**src/hw/rtl/unsorted_max_priority_queue_defines.svh**
```systemverilog
// ----------------------------------------------------------------------------
// unsorted max priority queue: assertion macros
// checks used by the datapath module umpq_dpath, clocked on clock, off in reset
// ----------------------------------------------------------------------------
`ifndef UNSORTED_MAX_PRIORITY_QUEUE_DEFINES_SVH
`define UNSORTED_MAX_PRIORITY_QUEUE_DEFINES_SVH

// consequent must hold in the same cycle as the antecedent
`define UMPQ_ASSERT_SAME(label, ante, cons, msg) \
   label: assert property (@(posedge clock) disable iff (reset) (ante) |-> (cons)) \
      else $error(msg);

// consequent must hold in the cycle after the antecedent
`define UMPQ_ASSERT_NEXT(label, ante, cons, msg) \
   label: assert property (@(posedge clock) disable iff (reset) (ante) |=> (cons)) \
      else $error(msg);

`endif

```
**src/hw/rtl/umpq_pkg.sv**
```systemverilog
// ----------------------------------------------------------------------------
// umpq_pkg
// types, codes and defaults shared by the unsorted max priority queue
// ----------------------------------------------------------------------------
package umpq_pkg;

   // default number of entries held
   localparam int CAPACITY_DEFAULT = 128;

   // operation codes
   localparam logic [1:0] OP_INSERT  = 2'd0;
   localparam logic [1:0] OP_EXTRACT = 2'd1;
   localparam logic [1:0] OP_PEEK    = 2'd2;

   // result status codes
   localparam logic [1:0] STAT_OK    = 2'd0;
   localparam logic [1:0] STAT_EMPTY = 2'd1;
   localparam logic [1:0] STAT_FULL  = 2'd2;

   // request word
   typedef struct packed {
      logic        [1:0]  opcode;
      logic signed [31:0] in_data;
      logic signed [31:0] in_priority;
   } req_type;

   // response word
   typedef struct packed {
      logic        [1:0]  status;
      logic signed [31:0] out_data;
      logic signed [31:0] out_priority;
      logic        [7:0]  entry_count;
   } rsp_type;

   // one stored entry
   typedef struct packed {
      logic signed [31:0] data;
      logic signed [31:0] prio;
   } entry_type;

   // controller states
   typedef enum logic [1:0] {
      S_IDLE,
      S_EXEC,
      S_SCAN,
      S_SHIFT
   } state_type;

   // commands from controller to datapath
   typedef struct packed {
      logic load;
      logic scan;
      logic shift_init;
      logic shift;
      logic respond;
   } cmd_type;

   // status from datapath to controller
   typedef struct packed {
      logic need_scan;
      logic is_extract;
      logic scan_done;
      logic shift_done;
   } flags_type;

endpackage

```
**src/hw/rtl/umpq_ctrl.sv**
```systemverilog
// ----------------------------------------------------------------------------
// umpq_ctrl
// sequencer for the queue: decode, maximum scan, gap closing and response
// ----------------------------------------------------------------------------
module umpq_ctrl (
   input  logic                 clock,
   input  logic                 reset,
   input  logic                 start,
   output logic                 busy,
   input  umpq_pkg::flags_type  flags,
   output umpq_pkg::cmd_type    cmd
);
   import umpq_pkg::*;

   state_type state_ff;
   state_type state_in;

   // state register
   always_ff @(posedge clock) begin
      if (reset) begin
         state_ff <= S_IDLE;
      end else begin
         state_ff <= state_in;
      end
   end

   // next state and commands
   always_comb begin
      state_in = state_ff;
      cmd      = '0;
      busy     = 1'b1;
      case (state_ff)
         S_IDLE: begin
            busy = 1'b0;
            if (start) begin
               cmd.load = 1'b1;
               state_in = S_EXEC;
            end
         end
         S_EXEC: begin
            if (flags.need_scan) begin
               state_in = S_SCAN;
            end else begin
               cmd.respond = 1'b1;
               state_in    = S_IDLE;
            end
         end
         S_SCAN: begin
            cmd.scan = 1'b1;
            if (flags.scan_done) begin
               if (flags.is_extract) begin
                  cmd.shift_init = 1'b1;
                  state_in       = S_SHIFT;
               end else begin
                  cmd.respond = 1'b1;
                  state_in    = S_IDLE;
               end
            end
         end
         S_SHIFT: begin
            cmd.shift = 1'b1;
            if (flags.shift_done) begin
               cmd.respond = 1'b1;
               state_in    = S_IDLE;
            end
         end
         default: begin
            state_in = S_IDLE;
         end
      endcase
   end

endmodule

```
**config.mk**
```make
export PLATFORM = sky130hd
export DESIGN_NAME = umpq_ctrl
export DESIGN_NICKNAME = d
export VERILOG_FILES = /design/src/hw/rtl/unsorted_max_priority_queue_defines.svh /design/src/hw/rtl/umpq_pkg.sv /design/src/hw/rtl/umpq_ctrl.sv
export SDC_FILE = /design/constraint.sdc
export NUM_CORES = 1
export LEC_CHECK = 0
export ABC_CLOCK_PERIOD_IN_PS = 3150
export BUFFER_PORTS_ARGS = -buffer_cell sky130_fd_sc_hd__buf_2
export CAP_MARGIN = 15
export CORE_AREA = 2 2 39 41
export CTS_CLUSTER_DIAMETER = 80
export CTS_CLUSTER_SIZE = 20
export DETAILED_ROUTE_END_ITERATION = 7
export DIE_AREA = 0 0 41 43
export HOLD_SLACK_MARGIN = 0.12
export MAX_ROUTING_LAYER = met4
export SETUP_SLACK_MARGIN = 0.5
export SYNTH_ARGS = -nofsm -noshare
export SYNTH_HDL_FRONTEND = slang
export SYNTH_SLANG_ARGS = --single-unit
```
**constraint.sdc**
```tcl
create_clock -name clock -period 3.15 [get_ports clock]
set_input_delay 0.4725 -clock clock [delete_from_list [all_inputs] [get_ports clock]]
set_output_delay 0.4725 -clock clock [all_outputs]
set_load 0.01 [all_outputs]
```
# Yosys cells after proc, flatten, opt, wreduce, memory -nomap -nowiden
# Index checks and enable logic that the tools add are counted.
# W data, S select, Z words.
op_classes:
  n_addsub: 0
  n_mul: 0
  div: 0
  magnitude_cmp: 0
  n_eq_ne: 6
  n_shift: 0
  mux: 18
  bitwise: 0
  reduce_logical: 2
op_table:
  columns: ["operator", "count"]
  rows:
  - ["$mux W2", 6]
  - ["$mux W1", 10]
  - ["$pmux W2 S4", 1]
  - ["$ne A2 B2 Y1 const B", 3]
  - ["$eq A2 B2 Y1 const B", 2]
  - ["$pmux W1 S3", 1]
  - ["$reduce_and A3 Y1", 1]
  - ["$eq A2 B1 Y1 const B", 1]
  - ["$logic_not A2 Y1", 1]
totals:
  reg_bits: 2
  latchBits: 0
  ramBits: 0
  mem_bits_ro: 0
  input_bits: 7
  elab_cells: 27
  memories: 0

# Logic depth before layout (Yosys ltp)
depth:
  depth_word: 3
  depth_mapped: 3
  depth_no_buf: 3

# Worst setup path after synthesis
# Ideal clock, no wire load.
synth_timing:
  path_kind: "input port to output port"
  startpoint: "input flags[2] in the netlist's numbering"
  endpoint: "output cmd[0] in the netlist's numbering"
  arrival_ps: 940
  t_required_ps: 2677
  setup_slack_ps: 1737
  cell_stages: 3
  path_buffers: 0
  path_cell_list: "nor3b_1 -> a21oi_1 -> a21oi_1"
synth_rtl:
  columns: ["element", "line_no", "text"]
  rows:
  - ["from (decl)", "umpq_ctrl.sv:10", "input umpq_pkg::flags_type flags,"]
  - ["to (decl)", "umpq_ctrl.sv:11", "output umpq_pkg::cmd_type cmd"]

==> impl_metrics.csv <==
group,metric,value,unit
yosys,ys.flop_type,"dfxtp_1",
cells_and_area,nets,44,
die,die_h,43,um
worst_setup_path,rrSetupSlack,2.07,ns
sta,finalClockSkew,0.00366,ns
yosys,yosysWarningCount,0,
worst_setup_path,worstPathArrival,1.16,ns
clock_network,cts_setup_buffers,0,
yosys,synth_compound_area_share,24.6,%
global_routing,grt_pass1_vias,157,
pwr,p_leak,0.000134,uW
yosys,async_flop_share,0,%
yosys,synth-edff-count,0,
sta,holdWs,0.506,ns
worst_setup_path,cp_max_fo,8,
cells_and_area,area_delta_synth_final,69.5,%
yosys,synth_common_cells,"4 x a21oi_1, 4 x inv_1, 2 x dfxtp_1, 2 x nor2_1, 2 x nor3b_1",
clock_network,ctsHoldBuffers,0,
place,gp_congestion,0.558,
drt,met1_length,147,um
cells_and_area,largest_reg_flops,2,
clock_network,cts_buffer_depth,2,
pwr,irDropWorstVdd,0.0926,mV
die,num_io_pins,13,
sta,fmaxAchievable,613,MHz
drt,vias,187,
cells_and_area,n_antenna_cell,0,
yosys,synth-simple-area-share,38.1,%
min_path,worst_hold_path_type,"input port to flip-flop",
clock_network,cts_tree,"yes",
die,num_rows,14,
drt,drc,0,
place,placed_cells,48,
clock_network,path_clk_slew,0.03,ns
sta,setup-tns-final,0,ns
cells_and_area,top_register,"state_ff",
yosys,synth_cells,20,
die,coreArea,1380,um2
drt,highest_layer,"met3",
yosys,ys_types,11,
die,initial_utilization,10.7,%
worst_setup_path,r2r_cells,3,
global_routing,grt_pass1_wl,579,um
drt,route.met3.wl,60,um
sta,finalCriticalPeriod,1.63,ns
worst_setup_path,crit_type,"flip-flop to primary output",
global_routing,grt_usage,5.44,%
outcome,status,"complete, no violations",
sta,rsz0062_at_grt,"no",
worst_setup_path,setup.worst_path.end_class,"primary output",
sta,period_share,51.8,%
yosys,synth-xor-area-share,0,%
drt,wl_met2,183,um
sta,worst_pin_slew,0.229,ns
min_path,min_from,"reset",
global_routing,grt_antenna_before_repair,0,
min_path,holdPathStages,3,
worst_setup_path,worstReg2RegEnd,"state_ff[0]",
sta,max_slew_margin,84.7,%
yosys,netlist_area,148,um2
place,portBuffers,12,
die,dieArea,1760,um2
yosys,yosys.area.top_type,"dfxtp_1",
pwr,power.density,432,nW/um2
sta,drv_slew,0,
cells_and_area,drive_gt1_share,54.3,%
cells_and_area,final_util,18.1,%
clock_network,clk_latency,0.22,ns
drt,routed_wl,391,um
yosys,syn_area_per_cell,7.38,um2
yosys,ys_seq_elements,2,
place,dp_hpwl,320,um
global_routing,grt_max_degree,9,
drt,drtIter0Drc,0,
drt,drt_first_pass_iters,1,
drt,wire_per_inst,7.67,um
clock_network,htree_levels,1,
sta,setup_viol,0,
cells_and_area,reg_top3,"state_ff (2)",
yosys,syn_nets,27,
clock_network,cts_resized,0,
worst_setup_path,startpoint_type,"flip-flop",
yosys,synth_top_family_by_area,"simple AND/OR/NAND/NOR gates",
clock_network,cts.sinks,2,
worst_setup_path,r2r-start,"state_ff[1]",
sta,hold_viol,0,
min_path,hold_end,"state_ff[0]",
yosys,synth_fa_ha_area_share,0,%
drt,postRouteAntennaNets,0,
pwr,power.total,108,uW
clock_network,root_buffer,"clkbuf_4",
clock_network,numCtsBuffers,3,
drt,via_per_inst,3.67,
die,die_w,41,um
flow_run,cap_violations,0,
yosys,ys_seq_area_share,27.1,%
cells_and_area,final_cells,51,
global_routing,gr-total-overflow,0,
worst_setup_path,critPathRequiredTime,2.68,ns
yosys,synth.area.top_cells,"dfxtp_1 27%, a21oi_1 14%, inv_1 10%",
yosys,synthMuxAreaShare,0,%
worst_setup_path,crit_start,"state_ff[0]",
yosys,synth_top_area_share,27.1,%
==> power by group <==
group	switching, uW	total, uW	leakage (uW)	internal (uW)
clock	14.2	56.2	0.0000138	42.0
sequential	2.94	30.2	0.0000165	27.3
combinational	10.2	21.6	0.000103	11.4
==> per-stage QoR <==
stage / cell area [um2] / worst slack [ns]
after floorplan: 148 / 1.74
after global placement: 228 / 1.54
after detailed placement: 228 / 1.54
after CTS: 250 / 1.48
after global routing: 250 / 1.42
final: 250 / 1.52
==> layout by cell type, fill, tap and decap left out <==
| cell type | count |
|---|---|
| a21oi_1 | 4 |
| nor3b_1 | 2 |
| or2_2 | 1 |
| and2_2 | 1 |
| dfxtp_1 | 2 |
| buf_2 | 12 |
| clkbuf_4 | 3 |
| o31a_1 | 1 |
| nor2_1 | 2 |
| nor2b_2 | 1 |
| inv_1 | 4 |
| o21a_1 | 1 |
| and3_4 | 1 |
==> area by class of cell <==
class,instances,area (um2)
repair buffers,12,60.1
clock buffers,3,22.5
flip-flops and latches,2,40.0
well taps,16,20.0
multi-input cells,14,92.6
fillers,166,1130
inverters,4,15.0
==> worst max-delay path: stages (launching register included) <==
cell,delay (ns)
dfxtp_1,0.36
nor3b_1,0.22
a21oi_1,0.08
a21oi_1,0.14
buf_2,0.14
==> cell families after synthesis <==
logic type,Yosys count
AO/OA/AOI/OAI,6
AND/OR/NAND/NOR,8
buffers and inverters,4
flip-flops,2
==> per-layer routing <==
| layer | track usage (%) | vias to the layer above |
|---|---|---|
| li1 | - | 97 |
| met1 | 4.47 | 82 |
| met2 | 7.50 | 8 |
| met3 | 6.28 | 0 |
| met4 | 2.00 | 0 |
| met5 | - | - |
==> worst max-delay path by stage <==
stage,endpoint,slack (ns),cells after the start
2_1_floorplan,cmd[0],1.74,3
3_3_place_gp,cmd[0],1.54,5
3_5_place_dp,cmd[0],1.54,5
4_1_cts,cmd[0],1.48,4
5_1_grt,cmd[0],1.42,4
6_report,cmd[0],1.52,4
No activity file was read; power rests on OpenSTA's default activity.
